==> src/sv/jsu_pkg.sv <==
package jsu_pkg;

	localparam int unsigned BYTE_W = 8;
	localparam int unsigned CFG_W  = 17;
	localparam int unsigned LEN_W  = 16;
	localparam int unsigned CP_W   = 12;

	localparam logic [CFG_W-1:0] CAP_MAX     = 17'h10000;
	localparam logic [CFG_W-1:0] CAP_RESET   = 17'd512;

	// raw characters with meaning in the string body
	localparam logic [BYTE_W-1:0] CH_NUL    = 8'h00;
	localparam logic [BYTE_W-1:0] CH_QUOTE  = 8'h22;
	localparam logic [BYTE_W-1:0] CH_BSLASH = 8'h5C;
	localparam logic [BYTE_W-1:0] CH_N      = 8'h6E;
	localparam logic [BYTE_W-1:0] CH_R      = 8'h72;
	localparam logic [BYTE_W-1:0] CH_T      = 8'h74;
	localparam logic [BYTE_W-1:0] CH_B      = 8'h62;
	localparam logic [BYTE_W-1:0] CH_F      = 8'h66;
	localparam logic [BYTE_W-1:0] CH_U      = 8'h75;

	// decoded control bytes
	localparam logic [BYTE_W-1:0] CTL_LF = 8'h0A;
	localparam logic [BYTE_W-1:0] CTL_CR = 8'h0D;
	localparam logic [BYTE_W-1:0] CTL_HT = 8'h09;
	localparam logic [BYTE_W-1:0] CTL_BS = 8'h08;
	localparam logic [BYTE_W-1:0] CTL_FF = 8'h0C;

	// utf-8 framing
	localparam logic [BYTE_W-1:0] UTF_LEAD2 = 8'hC0;
	localparam logic [BYTE_W-1:0] UTF_LEAD3 = 8'hE0;
	localparam logic [BYTE_W-1:0] UTF_CONT  = 8'h80;
	localparam logic [15:0]       CP_2BYTE  = 16'h0080;
	localparam logic [15:0]       CP_3BYTE  = 16'h0800;

	localparam logic [1:0] DIGIT_LAST = 2'd3;

	typedef enum logic [2:0] {
		MODE_TEXT = 3'b001,
		MODE_ESC  = 3'b010,
		MODE_HEX  = 3'b100
	} jsu_mode_t;

	// all results caused by one input byte: data bytes first, then the end mark
	typedef struct packed {
		logic [1:0]              nbytes;
		logic [2:0][BYTE_W-1:0]  bytes;
		logic                    done;
		logic [LEN_W-1:0]        length;
	} jsu_bundle_t;

	// hex digit value, anything else counts as zero
	function automatic logic [3:0] hex_value(input logic [BYTE_W-1:0] c);
		logic [3:0] v;
		v = 4'd0;
		if (c >= 8'h30 && c <= 8'h39) begin
			v = 4'(c - 8'h30);
		end else if (c >= 8'h61 && c <= 8'h66) begin
			v = 4'(c - 8'h57);
		end else if (c >= 8'h41 && c <= 8'h46) begin
			v = 4'(c - 8'h37);
		end
		return v;
	endfunction

endpackage

==> src/sv/jsu_serialize.sv <==
module jsu_serialize
	import jsu_pkg::*;
(
	input  logic              clk,
	input  logic              arst_n,
	input  logic              push,
	input  jsu_bundle_t       bundle,
	output logic              can_take,
	output logic              out_valid,
	input  logic              out_ready,
	output logic [BYTE_W-1:0] out_byte,
	output logic              byte_valid,
	output logic              string_done,
	output logic [LEN_W-1:0]  string_length,
	output logic              last
);

	jsu_bundle_t bundle_s1;
	logic        valid_s1;
	logic [1:0]  idx_q;
	logic [1:0]  total;
	logic        is_byte;
	logic        fire;
	logic        pop_final;

	// results in the bundle: never more than three
	assign total   = bundle_s1.nbytes + {1'b0, bundle_s1.done};
	assign is_byte = idx_q < bundle_s1.nbytes;

	// current result
	always_comb begin
		unique case (idx_q)
			2'd0:    out_byte = is_byte ? bundle_s1.bytes[0] : '0;
			2'd1:    out_byte = is_byte ? bundle_s1.bytes[1] : '0;
			2'd2:    out_byte = is_byte ? bundle_s1.bytes[2] : '0;
			default: out_byte = '0;
		endcase
	end

	assign out_valid     = valid_s1;
	assign byte_valid    = is_byte;
	assign string_done   = ~is_byte & bundle_s1.done;
	assign string_length = string_done ? bundle_s1.length : '0;
	assign last          = idx_q == (total - 2'd1);

	assign fire      = valid_s1 & out_ready;
	assign pop_final = fire & last;
	assign can_take  = ~valid_s1 | pop_final;

	// bundle register and result index
	always_ff @(posedge clk or negedge arst_n) begin
		if (!arst_n) begin
			valid_s1 <= 1'b0;
			idx_q    <= '0;
		end else if (push) begin
			valid_s1 <= 1'b1;
			idx_q    <= '0;
		end else if (pop_final) begin
			valid_s1 <= 1'b0;
			idx_q    <= '0;
		end else if (fire) begin
			idx_q <= idx_q + 2'd1;
		end
	end

	always_ff @(posedge clk) begin
		if (push) begin
			bundle_s1 <= bundle;
		end
	end

endmodule

==> config.mk <==
export PLATFORM = sky130hd
export DESIGN_NAME = jsu_serialize
export DESIGN_NICKNAME = d
export VERILOG_FILES = /design/src/sv/jsu_pkg.sv /design/src/sv/jsu_serialize.sv
export SDC_FILE = /design/constraint.sdc
export NUM_CORES = 1
export LEC_CHECK = 0
export ABC_AREA = 1
export BUFFER_PORTS_ARGS = -buffer_cell sky130_fd_sc_hd__buf_2
export CORE_MARGIN = 3
export CORE_UTILIZATION = 48
export CTS_CLUSTER_SIZE = 10
export DETAILED_ROUTE_END_ITERATION = 16
export GPL_TIMING_DRIVEN = 0
export PLACE_DENSITY = 0.79
export SYNTH_ARGS = -nofsm -noshare
export SYNTH_HDL_FRONTEND = slang
export SYNTH_SLANG_ARGS = --single-unit
==> constraint.sdc <==
create_clock -name clk -period 1.5 [get_ports clk]
set_input_delay 0.075 -clock clk [delete_from_list [all_inputs] [get_ports clk]]
set_output_delay 0.075 -clock clk [all_outputs]
set_load 0.005 [all_outputs]
==> run metrics, run 1 <==
status=finished, violations left; failing checks=setup timing; Arr. time, crit path=between 1.5 and 2 ns; die height=approximately 70 um; Clock Path Buffers=2; # port buffers=between 70 and 80; Slew Limit Fails=0; WL/cell=roughly 16 um; Post-Synth Simple-Gate Area=0.160; dpl hpwl=2.56 mm; Slew @ Worst Pin=between 0.9 and 1 ns; crit end category=output pin; pre-CTS setup slack=-0.158 ns; largest net degree at the start of global routing=between 40 and 50; DIE AREA=between 4000 and 5000 um2; largest family of logic cells by synthesized area=simple AND/OR/NAND/NOR gates; WP data required=1.42 ns; TritonCTS clock tree=done; Area growth syn-to-layout=63.5%; fin nets=345; Ant. Diodes=0; Crit Path Max Fanout=5; antenna violations before repair=0; maximum clock rate=541 MHz; period utilisation layout=1.23; r2r setup slk=about 0.080 ns; worst r2r path cells=9; mapped cell area=approximately 2000 um2; drt drc=0; max-cap check violation count=0; Clock transition at path regs=about 0.080 ns; Avg Cell Area, Syn=approximately 13 um2; synthesized flop and latch total=46; grt met1 use=0.232; final clock skew=0.00215 ns; CTS buffer count=5; reg2reg start=bundle_s1[41]; antenna-violating nets left=0; Placed Instances=280; Pre-antenna DRT Iters=4; Synth Area in Compound Gates=0.0324; layout cells sized above 1=0.481; total wire length=between 5 and 6 mm; RSZ-0062 raised after global routing=true; crit path time final=between 1.5 and 2 ns; R2R Path End=out_valid; vias in the first global route=roughly 1.8k; sequential share of the synthesized area=0.695; Clock Latency Late Sink=around 0.30 ns; GR Layer Usage met2=0.417; Pwr Density=between 900 and 1000 nW/um2; # rows=22; Iter 0 DRT Violations=a little under 90; Synth Net Count=between 200 and 250; first-pass GRT wire length=just over 8 mm; GRT Util Overall=0.227; H-tree levels=2; asr flop ratio synth=0.0652; final setup margin=-0.348 ns; Final Hold Violating Endpoints=0; post-synthesis mux area share=0; overall die width=~70 um; Max transition margin=0.353; GPL Wtd Cong=approximately 0.76; final setup fails=28; kind of critical path=flip-flop to output pin; adder-cell share of the synthesized area=0.0382; final setup TNS=-8.13 ns; Ys Warns=0; # fillers=about 200; Peak VDD IR=roughly 0.00086 V; initial core utilization=0.518; final cell count without fillers=roughly 340; CP startpoint kind=flip-flop; xor/xnor cell area share of the yosys netlist=0; number of synthesized flops with an enable pin=43; root buffer cell=clkbuf_8; Post-Synthesis Cells=157; IO Pins=76; gr busiest metal=met2; Yosys cell types=18; via count=~1.6k; vias per cell=roughly 4.7; P_leak=roughly 1.4 nW; Synth Flop Type=edfxtp_1; core footprint=between 3000 and 4000 um2; M3 GR Usage=0.0748; GRT Residual Overflow=0; CTS sink count=46; Hold Path Class=input port to asynchronous set/reset pin; Critical Path Source=idx_q[1]
## cell type report
cell class / instances / area, um2 / area share
Multi-Input combinational cell: 78 / 623 / 0.194
Timing Repair Buffer: 131 / 936 / 0.291
Buffer: 2 / 31.3 / 0.00973
Tap cell: 48 / 60.1 / 0.0187
Inverter: 28 / 108 / 0.0335
Clock buffer: 8 / 90.1 / 0.0280
Sequential cell: 46 / 1370 / 0.425
## worst max-delay path, stage by stage, from the launching register on
cell	delay (ns)
dfrtp_2	0.44
ha_4	0.27
a21oi_2	0.05
or2_1	0.22
buf_6	0.14
buf_12	0.14
nor2_4	0.08
buf_2	0.12
## sequential cells by signal, summed over array words and instances (netlist names)
register   count
out_valid      1
bundle_s1     43
idx_q          2
## repair_timing
action / 4_1_cts / 5_1_grt
setup buffers: 12 / 2
hold buffers: 44 / 0
resized for setup: 19 / 28
cloned: 1 / 0
hold endpoints to repair: 46 / 0
pin swaps: 6 / 8
setup endpoints to repair: 28 / 29
## cell families (layout without fill, tap and decap cells)
logic type,Yosys count,in the layout
compound gates,10,10
fa+ha+maj,6,6
buf+inv,33,169
flops,46,46
simple gates,62,62
## per-stage QoR
stage | hold slack, ns | instance area [um2] | power [W] | utilization
after detailed placement | -0.128 | 2400 | 0.00210 | 0.632
after global routing | 0.114 | 3220 | 0.00335 | 0.847
after floorplan | -0.221 | 1970 | 0.00185 | -
final | 0.145 | 3220 | 0.00318 | 0.847
after global placement | -0.128 | 2400 | 0.00208 | 0.632
after CTS | 0.0908 | 3130 | 0.00309 | 0.823
## power breakdown
part	internal [W]	switching (W)
Clock	0.000376	0.000383
Combinational	0.000430	0.000425
Sequential	0.00152	0.0000431
## Yosys cell counts, types with 2 or more instances
| master | count | share of area |
|---|---|---|
| dfrtp_1 | 3 | 0.038 |
| edfxtp_1 | 43 | 0.66 |
| inv_1 | 27 | 0.052 |
| nand2_1 | 38 | 0.073 |
| nand3_1 | 3 | 0.0076 |
| ha_1 | 6 | 0.038 |
| nor2_4 | 9 | 0.052 |
| a31oi_1 | 8 | 0.025 |
| nand4_1 | 2 | 0.0064 |
| nor2_1 | 8 | 0.015 |
| buf_1 | 3 | 0.0057 |
## metal layers
layer,vias up,share of wire
met1,755,0.36
met5,-,0
li1,779,-
met2,71,0.56
met4,0,0.023
met3,13,0.057
## worst max path at each step
stage                        end  slack [ns]  depth (start not counted)
2_1_floorplan        string_done        0.07                          7
3_3_place_gp         out_byte[2]       -0.15                          6
4_1_cts         string_length[8]       -0.33                          7
6_report       string_length[13]       -0.35                          7
5_1_grt        string_length[13]       -0.41                          7
3_5_place_dp         out_byte[2]       -0.16                          6
## placed cells by master (no fill, tap or decap), drive strengths merged
master       synthesis  routed
a21oi                1       1
edfxtp              43      43
ha                   6       6
clkbuf               0       8
nor2                17      17
buf                  5      89
or2                  1       1
nand4                2       2
dfrtp                3       3
o21ai                1       1
a31oi                8       8
nand2               39      39
inv                 28      28
dlygate4sd3          0      44
nand3                3       3
No activity file was read; power rests on OpenSTA's default activity.
==> run 2, diff against run 1 <==
--- a/config.mk
+++ b/config.mk
@@ -12,6 +12,7 @@
 export CTS_CLUSTER_SIZE = 10
 export DETAILED_ROUTE_END_ITERATION = 16
 export GPL_TIMING_DRIVEN = 0
+export HOLD_SLACK_MARGIN = 0.1
 export PLACE_DENSITY = 0.79
 export SYNTH_ARGS = -nofsm -noshare
 export SYNTH_HDL_FRONTEND = slang
==> constraint.sdc (replaced) <==
create_clock -name clk -period 1.8 [get_ports clk]
set_input_delay 0.09 -clock clk [delete_from_list [all_inputs] [get_ports clk]]
set_output_delay 0.09 -clock clk [all_outputs]
set_load 0.005 [all_outputs]
==> run 2 against run 1 <==
The flow still finishes with violations (setup timing). Total power shrank 18%. Sequential power fell by 17%. Count of clock-buffer cells in the layout stayed put. Setup slack gained 0.29 ns. Die area unchanged. Critical path depth is the same. Global-route usage is 1.1 points lower. Core utilization is 1.4 points lower. Critical endpoint is now string_length[10].
==> run metrics, run 2 (same netlist as run 1, synthesis figures left out) <==
# rows=22 (unchanged); power share of the sequential group=0.500 (+0.008); critical-path cell list=ha_4 > a21oi_4 > or2_1 > buf_6 > buf_12 > nor2_4 > buf_2; Clock transition at path regs=0.08 ns (about the same); M3 GR Usage=0.0662 (-0.00863); largest net degree at the start of global routing=46 (unchanged); CTS sink count=46 (unchanged); Multi-input gate area=583 um2 (-6.4%); root buffer cell=clkbuf_8; H-tree levels=2 (unchanged); die height=70.0 um (unchanged); Arr. time, crit path=1.76 ns (about the same); antenna-violating nets left=0 (unchanged); RSZ-0062 raised after global routing=true; core footprint=3800 um2 (unchanged); Clock Path Buffers=2 (unchanged); pre-CTS setup slack=0.127 ns (+0.285 ns); first-pass GRT wire length=7.98 mm (-3.7%); combinational power share=0.257 (-0.012); final setup fails=24 (-14%); grt met1 use=0.229 (-0.00293); Hold Path Class=input port to flip-flop; Internal=0.00192 W (-18%); GPL Wtd Cong=0.760 (unchanged); initial core utilization=0.518 (unchanged); WL/cell=14.8 um (-7.2%); Max stage delay on crit path=0.44 ns (about the same); Worst path slowest cell=dfrtp_2; Slew Limit Fails=0 (unchanged); Ant. Diodes=0 (unchanged); GRT Util Overall=0.216 (-0.0111); sw power=0.000678 W (-20%); # port buffers=75 (unchanged); status=finished, violations left; Placed Instances=280 (unchanged); Hold Slack=0.156 ns (+0.0111 ns); kind of critical path=flip-flop to output pin; final clock skew=0.00226 ns (+0.000108 ns); final setup TNS=-0.664 ns (+7.47 ns); IO Pins=76 (unchanged); dpl hpwl=2.56 mm (unchanged); total wire length=5.04 mm (-7.5%); CTS buffer count=5 (unchanged); Clock Latency Late Sink=0.30 ns (about the same); final setup margin=-0.0537 ns (+0.294 ns); Max transition margin=0.350 (-0.00272); Reg with most FFs=bundle_s1; overall die width=70.0 um (unchanged); GR Layer Usage met2=0.392 (-0.0241); crit end category=output pin; fin nets=344 (-0.29%); TritonCTS clock tree=done; gr busiest metal=met2; Seq. cell area=1370 um2 (unchanged); max-cap check violation count=0 (unchanged); Peak VDD IR=0.000719 V (-17%); vias in the first global route=1701 (-4.0%); period utilisation layout=1.03; drt drc=0 (unchanged); Area after DPL=2400 um2 (unchanged); failing checks=setup timing; Pwr Density=821 nW/um2 (-17%); Final Hold Violating Endpoints=0 (unchanged); final cell count without fillers=340 (-0.29%); crit path time final=~1.9 ns; via count=1617 (-0.062%); Clk pwr share=0.243 (+0.004); Slew @ Worst Pin=0.975 ns (+0.00408 ns); commonest non-fill, non-tap cell in the layout=buf_2; antenna violations before repair=0 (unchanged); P_leak=1.43 nW (-0.46%); sw frac=0.261 (-0.00662); layout cells sized above 1=0.421 (-0.0600); commonest non-fill, non-tap cells in the layout=75 x buf_2, 45 x dlygate4sd3_1, 43 x edfxtp_1; WP data required=1.71 ns (+0.29 ns); GRT Residual Overflow=0 (unchanged); maximum clock rate=between 500 and 600 MHz; fin area=3160 um2 (-1.7%); Pre-antenna DRT Iters=4 (unchanged); # fillers=210 (+7.7%); vias per cell=4.76 (+0.23%); Crit Path Max Fanout=5 (unchanged); DIE AREA=4900 um2 (unchanged); max FFs per register=43 (unchanged); Iter 0 DRT Violations=51 (-41%); Area growth syn-to-layout=60.8%; CP startpoint kind=flip-flop
==> run 2: final timing paths <==
path                                           to          start  cells after the start  slack (ns)
worst max-delay path            string_length[10]       idx_q[1]                      7       -0.05
worst min-delay path                    out_valid      out_ready                      4        0.16
worst max register to register           idx_q[0]  bundle_s1[41]                      9        0.40
worst min register to register          out_valid      out_valid                      2        0.54
max in group asynchronous                idx_q[1]         arst_n                      3        1.01
min in group asynchronous               out_valid         arst_n                      3        0.67
==> run 2: what timing repair did <==
action | in CTS | in global routing
hold endpoints to repair | 46 | 3
pin swaps | 3 | 4
buffers inserted | 7 | 2
resized for setup | 13 | 14
gates cloned | 1 | 0
hold buffers | 44 | 1
setup endpoints to repair | 26 | 26
==> run 2: power groups by stage <==
stage,Combinational [W],Sequential (W),Clock [W]
detailed placement,0.000428,0.00132,0
global placement,0.000415,0.00132,0
CTS,0.000603,0.00130,0.000642
global route,0.000732,0.00131,0.000694
finish,0.000667,0.00130,0.000630
floorplan,0.000231,0.00131,0
==> run 2: cell type report <==
class / count / area share
Buffer: 2 / 0.00989
Clock buffer: 8 / 0.0285
Inverter: 28 / 0.0332
Multi-Input combinational cell: 78 / 0.184
Sequential cell: 46 / 0.433
Tap cell: 48 / 0.0190
Timing Repair Buffer: 130 / 0.292
==> run 2: per-layer routing <==
layer	up-vias	routed length, um
met4	0	121
met1	752	1830
li1	780	-
met5	-	0
met2	71	2750
met3	14	339
==> run 2: critical path, delay by kind of cell (launching register included) <==
family	cells	cell delay [ns]
flip-flops	1	0.44
buffers and inverters	3	0.39
AND/OR/NAND/NOR	2	0.31
adder cells (fa/ha/maj)	1	0.28
AO/OA/AOI/OAI	1	0.05
==> run 2: per-stage QoR <==
step           total power [W]   util
2_1_floorplan          0.00154      -
5_1_grt                0.00273  0.832
3_3_place_gp           0.00173  0.632
4_1_cts                0.00254  0.809
6_report               0.00260  0.832
3_5_place_dp           0.00175  0.632
