`config.mk`:
```
export PLATFORM = sky130hd
export DESIGN_NAME = jsu_decode
export DESIGN_NICKNAME = d
export VERILOG_FILES = /design/src/sv/jsu_pkg.sv /design/src/sv/jsu_decode.sv
export SDC_FILE = /design/constraint.sdc
export NUM_CORES = 1
export LEC_CHECK = 0
export BUFFER_PORTS_ARGS = -buffer_cell sky130_fd_sc_hd__buf_4
export CAP_MARGIN = 10
export CORE_MARGIN = 2
export CORE_UTILIZATION = 60
export DETAILED_ROUTE_END_ITERATION = 7
export MAX_ROUTING_LAYER = met4
export PLACE_DENSITY = 0.8
export SLEW_MARGIN = 20
export SYNTH_ARGS = -nofsm -noshare
export SYNTH_HDL_FRONTEND = slang
export SYNTH_SLANG_ARGS = --single-unit
```
`constraint.sdc`:
```
create_clock -name clk -period 8.9 [get_ports clk]
set_input_delay 1.335 -clock clk [delete_from_list [all_inputs] [get_ports clk]]
set_output_delay 1.335 -clock clk [all_outputs]
set_load 0.03 [all_outputs]
```
`src/sv/jsu_pkg.sv`:
```
package jsu_pkg;

	localparam int unsigned BYTE_W = 8;
	localparam int unsigned CFG_W  = 17;
	localparam int unsigned LEN_W  = 16;
	localparam int unsigned CP_W   = 12;

	localparam logic [CFG_W-1:0] CAP_MAX     = 17'h10000;
	localparam logic [CFG_W-1:0] CAP_RESET   = 17'd512;

	// raw characters with meaning in the string body
	localparam logic [BYTE_W-1:0] CH_NUL    = 8'h00;
	localparam logic [BYTE_W-1:0] CH_QUOTE  = 8'h22;
	localparam logic [BYTE_W-1:0] CH_BSLASH = 8'h5C;
	localparam logic [BYTE_W-1:0] CH_N      = 8'h6E;
	localparam logic [BYTE_W-1:0] CH_R      = 8'h72;
	localparam logic [BYTE_W-1:0] CH_T      = 8'h74;
	localparam logic [BYTE_W-1:0] CH_B      = 8'h62;
	localparam logic [BYTE_W-1:0] CH_F      = 8'h66;
	localparam logic [BYTE_W-1:0] CH_U      = 8'h75;

	// decoded control bytes
	localparam logic [BYTE_W-1:0] CTL_LF = 8'h0A;
	localparam logic [BYTE_W-1:0] CTL_CR = 8'h0D;
	localparam logic [BYTE_W-1:0] CTL_HT = 8'h09;
	localparam logic [BYTE_W-1:0] CTL_BS = 8'h08;
	localparam logic [BYTE_W-1:0] CTL_FF = 8'h0C;

	// utf-8 framing
	localparam logic [BYTE_W-1:0] UTF_LEAD2 = 8'hC0;
	localparam logic [BYTE_W-1:0] UTF_LEAD3 = 8'hE0;
	localparam logic [BYTE_W-1:0] UTF_CONT  = 8'h80;
	localparam logic [15:0]       CP_2BYTE  = 16'h0080;
	localparam logic [15:0]       CP_3BYTE  = 16'h0800;

	localparam logic [1:0] DIGIT_LAST = 2'd3;

	typedef enum logic [2:0] {
		MODE_TEXT = 3'b001,
		MODE_ESC  = 3'b010,
		MODE_HEX  = 3'b100
	} jsu_mode_t;

	// all results caused by one input byte: data bytes first, then the end mark
	typedef struct packed {
		logic [1:0]              nbytes;
		logic [2:0][BYTE_W-1:0]  bytes;
		logic                    done;
		logic [LEN_W-1:0]        length;
	} jsu_bundle_t;

	// hex digit value, anything else counts as zero
	function automatic logic [3:0] hex_value(input logic [BYTE_W-1:0] c);
		logic [3:0] v;
		v = 4'd0;
		if (c >= 8'h30 && c <= 8'h39) begin
			v = 4'(c - 8'h30);
		end else if (c >= 8'h61 && c <= 8'h66) begin
			v = 4'(c - 8'h57);
		end else if (c >= 8'h41 && c <= 8'h46) begin
			v = 4'(c - 8'h37);
		end
		return v;
	endfunction

endpackage

```
`src/sv/jsu_decode.sv`:
```
module jsu_decode
	import jsu_pkg::*;
(
	input  logic              clk,
	input  logic              arst_n,
	input  logic              in_valid,
	input  logic [BYTE_W-1:0] in_byte,
	output logic              in_ready,
	input  logic              can_take,
	input  logic              cfg_valid,
	input  logic [CFG_W-1:0]  cfg_data,
	output logic              push,
	output jsu_bundle_t       bundle
);

	jsu_mode_t         mode_q, mode_nxt;
	logic [1:0]        digits_q, digits_nxt;
	logic [CP_W-1:0]   cp_q, cp_nxt;
	logic [LEN_W-1:0]  wcnt_q, wcnt_nxt;
	logic [CFG_W-1:0]  buffer_size_q;
	logic [CFG_W-1:0]  cap;
	logic [CFG_W-1:0]  wcnt_ext;
	logic              room1, room2, room3;
	logic [15:0]       cp_full;
	logic [BYTE_W-1:0] esc_byte;
	logic              accept;

	assign in_ready = can_take;
	assign accept   = in_valid & can_take;

	// capacity clamp and room checks
	assign cap      = (buffer_size_q > CAP_MAX) ? CAP_MAX : buffer_size_q;
	assign wcnt_ext = {1'b0, wcnt_q};
	assign room1    = (wcnt_ext + 17'd1) < cap;
	assign room2    = (wcnt_ext + 17'd2) < cap;
	assign room3    = (wcnt_ext + 17'd3) < cap;
	assign cp_full  = {cp_q, hex_value(in_byte)};

	// simple escape mapping, unknown escapes pass through
	always_comb begin
		unique case (in_byte)
			CH_N:    esc_byte = CTL_LF;
			CH_R:    esc_byte = CTL_CR;
			CH_T:    esc_byte = CTL_HT;
			CH_B:    esc_byte = CTL_BS;
			CH_F:    esc_byte = CTL_FF;
			default: esc_byte = in_byte;
		endcase
	end

	// next state and result bundle
	always_comb begin
		mode_nxt   = mode_q;
		digits_nxt = digits_q;
		cp_nxt     = cp_q;
		wcnt_nxt   = wcnt_q;
		bundle     = '0;
		unique case (mode_q)
			MODE_ESC: begin
				if (in_byte == CH_NUL) begin
					// backslash kept literally, then the string ends
					if (room1) begin
						bundle.nbytes   = 2'd1;
						bundle.bytes[0] = CH_BSLASH;
						bundle.length   = wcnt_q + 16'd1;
					end else begin
						bundle.length = wcnt_q;
					end
					bundle.done = 1'b1;
					mode_nxt    = MODE_TEXT;
					digits_nxt  = '0;
					cp_nxt      = '0;
					wcnt_nxt    = '0;
				end else if (in_byte == CH_U) begin
					mode_nxt   = MODE_HEX;
					digits_nxt = '0;
					cp_nxt     = '0;
				end else begin
					mode_nxt = MODE_TEXT;
					if (room1) begin
						bundle.nbytes   = 2'd1;
						bundle.bytes[0] = esc_byte;
						wcnt_nxt        = wcnt_q + 16'd1;
					end
				end
			end
			MODE_HEX: begin
				if (in_byte == CH_NUL) begin
					// partial code point dropped
					bundle.done   = 1'b1;
					bundle.length = wcnt_q;
					mode_nxt      = MODE_TEXT;
					digits_nxt    = '0;
					cp_nxt        = '0;
					wcnt_nxt      = '0;
				end else if (digits_q == DIGIT_LAST) begin
					mode_nxt   = MODE_TEXT;
					digits_nxt = '0;
					cp_nxt     = '0;
					// utf-8 encode, whole sequence or nothing
					if (cp_full < CP_2BYTE) begin
						if (room1) begin
							bundle.nbytes   = 2'd1;
							bundle.bytes[0] = cp_full[7:0];
							wcnt_nxt        = wcnt_q + 16'd1;
						end
					end else if (cp_full < CP_3BYTE) begin
						if (room2) begin
							bundle.nbytes   = 2'd2;
							bundle.bytes[0] = UTF_LEAD2 | {3'b000, cp_full[10:6]};
							bundle.bytes[1] = UTF_CONT | {2'b00, cp_full[5:0]};
							wcnt_nxt        = wcnt_q + 16'd2;
						end
					end else begin
						if (room3) begin
							bundle.nbytes   = 2'd3;
							bundle.bytes[0] = UTF_LEAD3 | {4'b0000, cp_full[15:12]};
							bundle.bytes[1] = UTF_CONT | {2'b00, cp_full[11:6]};
							bundle.bytes[2] = UTF_CONT | {2'b00, cp_full[5:0]};
							wcnt_nxt        = wcnt_q + 16'd3;
						end
					end
				end else begin
					cp_nxt     = cp_full[CP_W-1:0];
					digits_nxt = digits_q + 2'd1;
				end
			end
			default: begin
				if (in_byte == CH_NUL || in_byte == CH_QUOTE) begin
					bundle.done   = 1'b1;
					bundle.length = wcnt_q;
					mode_nxt      = MODE_TEXT;
					digits_nxt    = '0;
					cp_nxt        = '0;
					wcnt_nxt      = '0;
				end else if (in_byte == CH_BSLASH) begin
					mode_nxt = MODE_ESC;
				end else begin
					mode_nxt = MODE_TEXT;
					if (room1) begin
						bundle.nbytes   = 2'd1;
						bundle.bytes[0] = in_byte;
						wcnt_nxt        = wcnt_q + 16'd1;
					end
				end
			end
		endcase
	end

	assign push = accept & ((bundle.nbytes != 2'd0) | bundle.done);

	// parser state, advanced on each input transfer
	always_ff @(posedge clk or negedge arst_n) begin
		if (!arst_n) begin
			mode_q   <= MODE_TEXT;
			digits_q <= '0;
			cp_q     <= '0;
			wcnt_q   <= '0;
		end else if (accept) begin
			mode_q   <= mode_nxt;
			digits_q <= digits_nxt;
			cp_q     <= cp_nxt;
			wcnt_q   <= wcnt_nxt;
		end
	end

	// capacity register
	always_ff @(posedge clk or negedge arst_n) begin
		if (!arst_n) begin
			buffer_size_q <= CAP_RESET;
		end else if (cfg_valid) begin
			buffer_size_q <= cfg_data;
		end
	end

endmodule

```
==> results.py, run 1 <==
metrics = {
    "critical_path": {
        "worstPathArrival_ps": 6290,
        "cp-start-kind": "register",
        "crit_end": "bundle[5]",
        "worstPathRequired_ps": 7570,
        "cp-end-kind": "output pin",
        "reg2regPathDepth": 15,
        "path_class": "register to output pin",
        "crit_fanout": 29,
        "ff2ff_setup_slack_ps": 3160,
        "rr_endpoint": "wcnt_q[0]",
        "crit_path_start": "wcnt_q[2]",
        "r2r_start": "wcnt_q[2]",
    },
    "layout": {
        "layout-drive-gt1-share": 0.1770,
        "fin_util": 0.6652,
        "stdcell_area_um2": 6775,
        "areaGrowthSynthToFinish_pct": 8.844,
        "antenna_cells": 0,
        "fillCellCount": 912,
        "num-nets-final": 919,
    },
    "clock_network": {
        "clock-sinks": 50,
        "cts_tree": "yes",
        "clk_latency_ps": 330,
        "clk_root_buffer_cell": "clkbuf_8",
        "clk_pin_slew_ps": 100,
        "cts_max_path_buffers": 2,
        "h-tree-depth": 2,
        "ctsResizeCount": 0,
        "postCtsHoldBufs": 0,
        "cts_buffers": 5,
        "cts_setup_buffers": 0,
    },
    "sta": {
        "setup_tns_ps": 0,
        "fmax_ghz": 0.1312,
        "rsz0062_at_grt": "false",
        "final-hold-violation-count": 0,
        "drv_slew": 0,
        "period_share": 0.8566,
        "worst_slew_pin_slew_ps": 1255,
        "whs_ps": 495.0,
        "finalCriticalPeriod_ps": 7623,
        "worst_slack_ps": 1277,
        "skew_ps": 18.29,
        "slew_headroom": 0.1572,
        "setup_viol": 0,
    },
    "logic_synthesis": {
        "synth-compound-area-share": 0.2999,
        "syn_area_per_cell_um2": 7.752,
        "synthCells": 803,
        "synth_fa_ha_area_frac": 0.1102,
        "yosys_warnings": 0,
        "synth_top_family_by_area": "compound AO/OA/AOI/OAI gates",
        "synth-xor-area-share": 0.05910,
        "synthFlopType": "dfrtp_1",
        "synthMuxAreaShare": 0.03538,
        "synth_cell_types": 95,
        "asyncSetResetFlopFracSynth": 1.000,
        "synth_area_um2": 6225,
        "yosysSeqAreaShare": 0.2014,
        "synth_edf_count": 0,
        "synth_simple_gate_area_frac": 0.2241,
        "synth-seq-cells": 50,
    },
    "die": {
        "die_h_um": 105.9,
        "core_area_um2": 10180,
        "io_pins": 75,
        "die_w_um": 105.9,
        "placementRows": 37,
        "design.die.area_um2": 11210,
        "initial_core_util": 0.6112,
    },
    "place": {
        "dpl-instance-area_um2": 6631,
        "portBuffers": 72,
        "gp_congestion": 0.9789,
        "place_ws_ps": 1812,
        "place_hpwl_um": 15140,
    },
    "run": {
        "drv_cap": 0,
    },
    "routing": {
        "drc": 0,
        "antenna_left": 0,
        "via_per_inst": 6.752,
        "firstDrtPassIters": 8,
        "dr.first_iter.drc_count": 640,
        "wl_per_cell_um": 20.63,
        "via_count": 6563,
        "wl_um": 20060,
    },
    "global_route": {
        "grt_pass1_wl_um": 32400,
        "grt_usage": 0.3718,
        "grt_max_degree": 51,
        "grt_pass1_vias": 6244,
        "grt-ovfl-total": 0,
        "antenna_found_initial": 0,
    },
    "min_path": {
        "hold_class": "register to register",
    },
    "status": {
        "status": "completed",
    },
    "pwr": {
        "p_leak_nw": 2.923,
        "pwr_density_cell_nw_per_um2": 173.3,
        "ir_worst_vdd_v": 0.0002521,
    },
}
==> through the flow <==
| stage | cells | power (mW) |
|---|---|---|
| floorplan | 804 | 0.7929 |
| detailed placement | 964 | 0.9520 |
| finish | 972 | 1.174 |
| global route | 972 | 1.258 |
| global placement | 964 | 0.9223 |
| CTS | 972 | 1.162 |
==> flip-flops by register name, summed over array words and instances, names as in the netlist <==
name and count:
cp_q 12, buffer_size_q 17, digits_q 2, wcnt_q 16
mode_q 3
==> worst min path at each step <==
stage	from	to	slack, ps	depth (start not counted)
after floorplan	digits_q[1]	digits_q[1]	460	2
after global placement	digits_q[1]	digits_q[1]	460	2
after detailed placement	digits_q[1]	digits_q[1]	470	2
after CTS	digits_q[1]	digits_q[1]	500	2
after global routing	digits_q[1]	digits_q[1]	520	2
final	digits_q[1]	digits_q[1]	490	2
==> logic make-up after synthesis <==
logic type	Yosys count
AND/OR/NAND/NOR	292
other	1
buffers and inverters	77
AO/OA/AOI/OAI	266
flip-flops	50
multiplexers	20
XOR/XNOR	42
adder cells (fa/ha/maj)	55
==> critical path: stages (launching register included) <==
cell and delay (ps):
dfrtp_1 570, ha_1 390, nand3_1 290, nor2_1 310
nand3_1 360, or3_1 540, nand2_1 100, ha_1 240
o21ai_0 180, o21bai_1 80, a2111o_1 430, a31oi_2 630
nand3_1 950, o31ai_1 660, buf_4 240
==> where the power goes <==
| part | switching (mW) | internal, mW |
|---|---|---|
| logic | 0.371 | 0.262 |
| clock network | 0.0866 | 0.120 |
| registers | 0.0808 | 0.253 |
| total | 0.539 | 0.636 |
==> cell type report <==
type / instances / area, um^2 / share of cell area
Sequential cell: 50 / 1254 / 0.1850
Timing Repair Buffer: 76 / 570.5 / 0.08421
Clock inverter: 2 / 60.06 / 0.008864
Inverter: 25 / 93.84 / 0.01385
Multi-Input combinational cell: 677 / 4544 / 0.6707
Tap cell: 136 / 170.2 / 0.02512
Clock buffer: 6 / 82.58 / 0.01219
==> layer usage <==
| metal | vias to the layer above | GRT usage | share of wire | wire (um) |
|---|---|---|---|---|
| met5 | - | - | 0 | 0 |
| met4 | 0 | 0.1212 | 0.028 | 563 |
| met3 | 55 | 0.06184 | 0.087 | 1754 |
| met2 | 361 | 0.5544 | 0.44 | 8866 |
| met1 | 3100 | 0.5148 | 0.44 | 8873 |
| li1 | 3047 | - | - | - |
==> synthesized netlist by cell type, types with 16 or more instances <==
cell type | number | area share
clkbuf_1 | 17 | 0.010
a21oi_1 | 45 | 0.036
o21ai_0 | 59 | 0.047
dfrtp_1 | 48 | 0.19
nand2_1 | 105 | 0.063
ha_1 | 54 | 0.11
mux2_2 | 16 | 0.029
nand3_1 | 22 | 0.018
xnor2_1 | 28 | 0.039
o31ai_1 | 20 | 0.024
nor2_1 | 75 | 0.045
inv_1 | 25 | 0.015
a21o_1 | 18 | 0.022
==> placed cells by master (no fill, tap or decap), drive strengths merged, types with 4 or more instances in the layout <==
| cell type | count |
|---|---|
| nand2 | 107 |
| mux2 | 16 |
| xnor2 | 28 |
| a22oi | 10 |
| o21ai | 68 |
| nor3b | 4 |
| nand3 | 22 |
| buf | 76 |
| a211oi | 6 |
| a31oi | 10 |
| nor2 | 78 |
| or3 | 6 |
| o31ai | 21 |
| a2bb2oi | 7 |
| o211ai | 5 |
| dfrtp | 48 |
| nor3 | 18 |
| a221oi | 5 |
| inv | 25 |
| and2 | 5 |
| a21oi | 46 |
| a311oi | 4 |
| o32ai | 4 |
| nand2b | 5 |
| o21a | 7 |
| nor2b | 6 |
| clkbuf | 6 |
| nor4 | 9 |
| and3 | 4 |
| mux2i | 4 |
| o2bb2ai | 5 |
| nand4 | 12 |
| ha | 54 |
| a22o | 4 |
| o221ai | 8 |
| a21o | 18 |
| o22ai | 12 |
| xor2 | 14 |
| or2 | 6 |
No activity file was read; power rests on OpenSTA's default activity.
==> run 2: changes to the inputs <==
==> constraint.sdc (replaced) <==
create_clock -name clk -period 8.9 [get_ports clk]
set_input_delay 2.67 -clock clk [delete_from_list [all_inputs] [get_ports clk]]
set_output_delay 2.67 -clock clk [all_outputs]
set_load 0.03 [all_outputs]
==> run 2 against run 1 <==
Net effect:
- hold slack better by 3.3 ps
- clock skew down 8.7 ps
- sequential power fell by 1%
- maximum frequency down 9.2%
- die area did not move
- via count increased by 0.11%
- final cell count up 0.62%
- setup slack worse by 780 ps
- flip-flop and latch count is the same
- critical path type unchanged
- critical endpoint is now bundle[4]
==> results.py, run 2 (synthesis gave the netlist of run 1 again) <==
metrics = {
    "status": {
        "status": "completed",
    },
    "sta": {
        "setup_tns_ps": 0,
        "worst_slew_pin_slew_ps": 1278,
        "rsz0062_at_grt": "false",
        "slew_headroom": 0.1412,
        "finalCriticalPeriod_ps": 8399,
        "worst_slack_ps": 501.4,
        "period_share": 0.9437,
        "fmax_ghz": 0.1191,
        "setup_viol": 0,
        "whs_ps": 498.3,
        "drv_slew": 0,
        "skew_ps": 9.572,
        "final-hold-violation-count": 0,
    },
    "layout": {
        "antenna_cells": 0,
        "largest_reg_flops": 17,
        "areaGrowthSynthToFinish_pct": 8.965,
        "num-nets-final": 925,
        "layout-drive-gt1-share": 0.1829,
        "stdcell_count": 978,
        "largest_registers": "buffer_size_q x17, wcnt_q x16, cp_q x12",
        "layout_common_cells": "nand2_1, buf_4, nor2_1, o21ai_0, ha_1",
        "largest-register": "buffer_size_q",
        "final_common_cell": "nand2_1",
        "stdcell_area_um2": 6783,
    },
    "critical_path": {
        "slowest_stage": "dfrtp_1",
        "path_common_cell": "nor2_1",
        "path_class": "register to output pin",
        "cp-end-kind": "output pin",
        "crit_fanout": 16,
        "cp-start-kind": "register",
        "worstPathArrival_ps": 5730,
        "crit_buf_inv": 2,
        "crit_family": "simple AND/OR/NAND/NOR gates",
        "worstPathRequired_ps": 6230,
        "crit_path_cell_trace": "ha_1 -> nand3_1 -> nor2_1 -> nand3_1 -> nor2_1 -> xnor2_1 -> inv_1 -> ha_1 -> nand4_1 -> nor2_1 -> o221ai_2 -> and3_1 -> o221ai_4 -> o21ai_0 -> o31ai_1 -> buf_4",
        "slowest_delay_ps": 630,
    },
    "place": {
        "place_ws_ps": 563.4,
        "place_hpwl_um": 15040,
        "gp_congestion": 0.9925,
        "dpl-instance-area_um2": 6676,
        "dp.cells": 970,
        "portBuffers": 72,
    },
    "clock_network": {
        "cts_max_path_buffers": 2,
        "clk_root_buffer_cell": "clkbuf_8",
        "postCtsHoldBufs": 0,
        "clk_latency_ps": 330,
        "h-tree-depth": 2,
        "clk_pin_slew_ps": 110,
        "cts_buffers": 5,
        "cts_tree": "yes",
        "clock-sinks": 50,
    },
    "global_route": {
        "grt_max_degree": 51,
        "grt_usage": 0.3661,
        "grt-ovfl-total": 0,
        "antenna_found_initial": 0,
        "grt_pass1_vias": 6128,
        "grt_pass1_wl_um": 31730,
    },
    "routing": {
        "wl_per_cell_um": 20.37,
        "wl_um": 19920,
        "dr.first_iter.drc_count": 785,
        "via_count": 6570,
        "via_per_inst": 6.718,
        "drc": 0,
        "antenna_left": 0,
        "firstDrtPassIters": 7,
    },
    "pwr": {
        "pwr_density_cell_nw_per_um2": 167.2,
        "ir_worst_vdd_v": 0.0002151,
        "p_leak_nw": 2.926,
    },
    "die": {
        "io_pins": 75,
        "placementRows": 37,
        "core_area_um2": 10180,
        "die_h_um": 105.9,
        "design.die.area_um2": 11210,
        "initial_core_util": 0.6112,
        "die_w_um": 105.9,
    },
    "run": {
        "drv_cap": 0,
    },
    "min_path": {
        "hold_class": "register to register",
    },
}
[run 2: cell types whose count changed in the layout (fill, tap and decap cells not counted)]
| cell | before | now |
|---|---|---|
| buf_4 | 76 | 82 |
| bufinv_16 | 2 | 0 |
| clkbuf_8 | 6 | 5 |
| clkinv_4 | 0 | 1 |
| clkinvlp_4 | 0 | 1 |
| inv_6 | 0 | 1 |
| o221ai_2 | 2 | 1 |
| o221ai_4 | 0 | 1 |
[run 2: timing repair]
| item | in CTS | in global routing |
|---|---|---|
| buffers inserted | 0 | 0 |
| resized for setup | 0 | 1 |
| endpoints found under the setup margin | 0 | 9 |
[run 2: worst paths after layout]
check | depth (start not counted) | from | slack, ps | end
max | 16 | wcnt_q[2] | 500 | bundle[4]
min | 2 | digits_q[1] | 500 | digits_q[1]
max reg2reg | 17 | wcnt_q[2] | 3410 | wcnt_q[12]
min reg2reg | 2 | digits_q[1] | 500 | digits_q[1]
max in group asynchronous | 1 | arst_n | 6060 | cp_q[5]
min in group asynchronous | 1 | arst_n | 2330 | wcnt_q[14]
[run 2: area by class of cell]
cell class,count,area (um^2)
clock buffer,5,68.82
tap,136,170.2
multi-input combinational,677,4556
timing repair buffer,82,615.6
fill,913,3402
sequential,50,1254
clock inverter,3,25.02
inverter,25,93.84
[run 2: worst register-to-register path: cells and delay by family, from the launching register on]
family | cells | cell delay (ps)
AND/OR/NAND/NOR | 6 | 1950
flip-flops | 1 | 630
AO/OA/AOI/OAI | 7 | 1590
buffers and inverters | 2 | 510
adder cells (fa/ha/maj) | 2 | 680
[run 2: where the power goes]
| group | total (mW) | switching, mW | internal [mW] |
|---|---|---|---|
| Combinational | 0.648 | 0.381 | 0.267 |
| Clock | 0.156 | 0.0989 | 0.0573 |
| Sequential | 0.330 | 0.0770 | 0.253 |
| Total | 1.13 | 0.557 | 0.577 |
[run 2: layer usage]
metal	track usage	vias up	wire, um	share of wire
met3	0.07421	66	1972	0.099
met4	0.1278	0	646	0.032
li1	-	3062	-	-
met5	-	-	0	0
met1	0.5139	3093	8548	0.43
met2	0.5240	349	8750	0.44
[run 2: per-stage QoR]
step / utilization / total power, mW
after floorplan: - / 0.7929
after global placement: 0.6555 / 0.9305
after detailed placement: 0.6555 / 0.9625
after CTS: 0.6647 / 1.118
after global routing: 0.6660 / 1.216
final: 0.6660 / 1.134
==> run 3: changes to the inputs <==
==> config.mk (replaced) <==
export PLATFORM = sky130hd
export DESIGN_NAME = jsu_decode
export DESIGN_NICKNAME = d
export VERILOG_FILES = /design/src/sv/jsu_pkg.sv /design/src/sv/jsu_decode.sv
export SDC_FILE = /design/constraint.sdc
export NUM_CORES = 1
export LEC_CHECK = 0
export BUFFER_PORTS_ARGS = -buffer_cell sky130_fd_sc_hd__clkbuf_2
export CAP_MARGIN = 10
export CORE_UTILIZATION = 40
export DETAILED_ROUTE_END_ITERATION = 7
export MAX_ROUTING_LAYER = met4
export PLACE_DENSITY = 0.56
export SLEW_MARGIN = 20
export SYNTH_ARGS = -nofsm -noshare
export SYNTH_HDL_FRONTEND = slang
export SYNTH_SLANG_ARGS = --single-unit
==> run 3 against run 2 <==
Net effect:
- register-to-register slack better by 170 ps
- wire length up 3.0%
- global-route usage down 10 points
- first-iteration DRC count down 24%
- flip-flop and latch count unchanged
- count of clock-buffer cells in the layout unchanged
- total power up 4.7%
- design area down 0.68%
- critical endpoint is now bundle[8]
- largest cell class unchanged
- largest power group unchanged
==> results.py, run 3 (synthesis gave the netlist of run 1 again) <==
metrics = {
    "pwr": {
        "fin_total_pwr_mw": 1.188,
        "pwr_density_cell_nw_per_um2": 176.3,
        "p_leak_nw": 2.918,
        "ir_worst_vdd_v": 0.00009153,
    },
    "global_route": {
        "grt_pass1_vias": 5914,
        "grt_pass1_wl_um": 32260,
        "grt-ovfl-total": 0,
        "grt_max_degree": 51,
        "antenna_found_initial": 0,
        "grt_usage": 0.2644,
    },
    "clock_network": {
        "ctsResizeCount": 0,
        "clk_latency_ps": 310,
        "cts_tree": "yes",
        "h-tree-depth": 2,
        "clock-sinks": 50,
        "postCtsHoldBufs": 0,
        "clk_pin_slew_ps": 70,
        "clk_root_buffer_cell": "clkbuf_16",
        "cts_setup_buffers": 0,
        "cts_buffers": 5,
        "cts_max_path_buffers": 2,
    },
    "layout": {
        "layout_common_cells": "nand2_1, nor2_1, clkbuf_2, o21ai_0, ha_1",
        "largest_registers": "buffer_size_q x17, wcnt_q x16, cp_q x12",
        "fillCellCount": 1544,
        "layout-drive-gt1-share": 0.1858,
        "fin_util": 0.4431,
        "final_common_cell": "nand2_1",
        "areaGrowthSynthToFinish_pct": 8.221,
        "largest_reg_flops": 17,
        "antenna_cells": 0,
        "largest-register": "buffer_size_q",
        "num-nets-final": 928,
    },
    "sta": {
        "drv_slew": 0,
        "rsz0062_at_grt": "false",
        "finalCriticalPeriod_ps": 8178,
        "setup_viol": 0,
        "whs_ps": 492.2,
        "setup_tns_ps": 0,
        "final-hold-violation-count": 0,
        "slew_headroom": 0.3376,
        "worst_slew_pin_slew_ps": 985.9,
        "skew_ps": 9.779,
        "fmax_ghz": 0.1223,
        "period_share": 0.9189,
    },
    "routing": {
        "dr.first_iter.drc_count": 600,
        "antenna_left": 0,
        "firstDrtPassIters": 5,
        "via_per_inst": 6.179,
        "drc": 0,
        "wl_per_cell_um": 19.86,
        "wl_um": 20520,
        "via_count": 6383,
    },
    "status": {
        "status": "completed",
    },
    "place": {
        "place_hpwl_um": 15870,
        "portBuffers": 72,
        "gp_congestion": 0.9315,
    },
    "die": {
        "core_area_um2": 15200,
        "placementRows": 45,
        "die_w_um": 126.7,
        "initial_core_util": 0.4095,
        "die_h_um": 126.7,
        "io_pins": 75,
        "design.die.area_um2": 16060,
    },
    "min_path": {
        "hold_depth": 2,
        "hold_class": "register to register",
    },
    "critical_path": {
        "worstPathArrival_ps": 5510,
        "cp-start-kind": "register",
        "reg2regPathDepth": 17,
        "path_class": "register to output pin",
        "crit_fanout": 16,
        "worstPathRequired_ps": 6230,
        "cp-end-kind": "output pin",
    },
    "run": {
        "drv_cap": 0,
    },
}
[run 3: cell count changes in the layout (fill, tap and decap cells not counted), sizes merged]
cell and delta:
buf -69, clkbuf +72, clkinv -1, clkinvlp -1
inv +2
[run 3: area by class of cell]
cell class	instances	area, um^2	share of cell area
multi-input combinational	677	4544	0.6746
sequential	50	1254	0.1861
timing repair buffer	85	457.9	0.06798
tap	188	235.2	0.03492
clock buffer	5	125.1	0.01857
inverter	25	93.84	0.01393
clock inverter	3	26.28	0.003900
[run 3: power breakdown]
group	total, mW	internal, mW	switching, mW
Clock	0.210	0.108	0.102
Combinational	0.646	0.259	0.387
Sequential	0.332	0.253	0.0782
Total	1.19	0.620	0.568
[run 3: final timing paths]
check / start / slack (ps) / end
hold reg to reg: digits_q[1] / 490 / digits_q[1]
hold / removal: digits_q[1] / 490 / digits_q[1]
setup reg to reg: wcnt_q[1] / 3580 / wcnt_q[12]
min in group asynchronous: arst_n / 2500 / buffer_size_q[13]
setup / recovery: wcnt_q[1] / 720 / bundle[8]
max in group asynchronous: arst_n / 5930 / digits_q[0]
[run 3: worst max-delay path: stages, from the launching register on]
cell      delay (ps)
dfrtp_1          540
ha_1             380
nand3_1          300
nor2_1           570
nand3_1          520
nor2_1           260
xnor2_1          260
inv_1            110
ha_1             310
nand4_1           80
nor2_1           290
o221ai_2         330
and3_1           280
o221ai_2         170
buf_4            250
o21ai_0          120
o31ai_1          140
clkbuf_2         280
[run 3: through the flow]
| stage | std cells | instance area (um^2) | worst slack (ps) |
|---|---|---|---|
| 2_1_floorplan | 804 | 6228 | 918.1 |
| 6_report | 1033 | 6736 | 721.8 |
| 3_3_place_gp | 1025 | 6584 | 903.1 |
| 5_1_grt | 1033 | 6736 | 461.3 |
| 4_1_cts | 1033 | 6735 | 834.3 |
| 3_5_place_dp | 1025 | 6584 | 837.1 |
[run 3: per-layer routing]
layer  wire, um  up-vias  track usage
met4        271        0      0.05952
met3       1321       17      0.03079
met1       9536     3064       0.3768
met2       9388      252       0.3997
met5          0        -            -
li1           -     3050            -
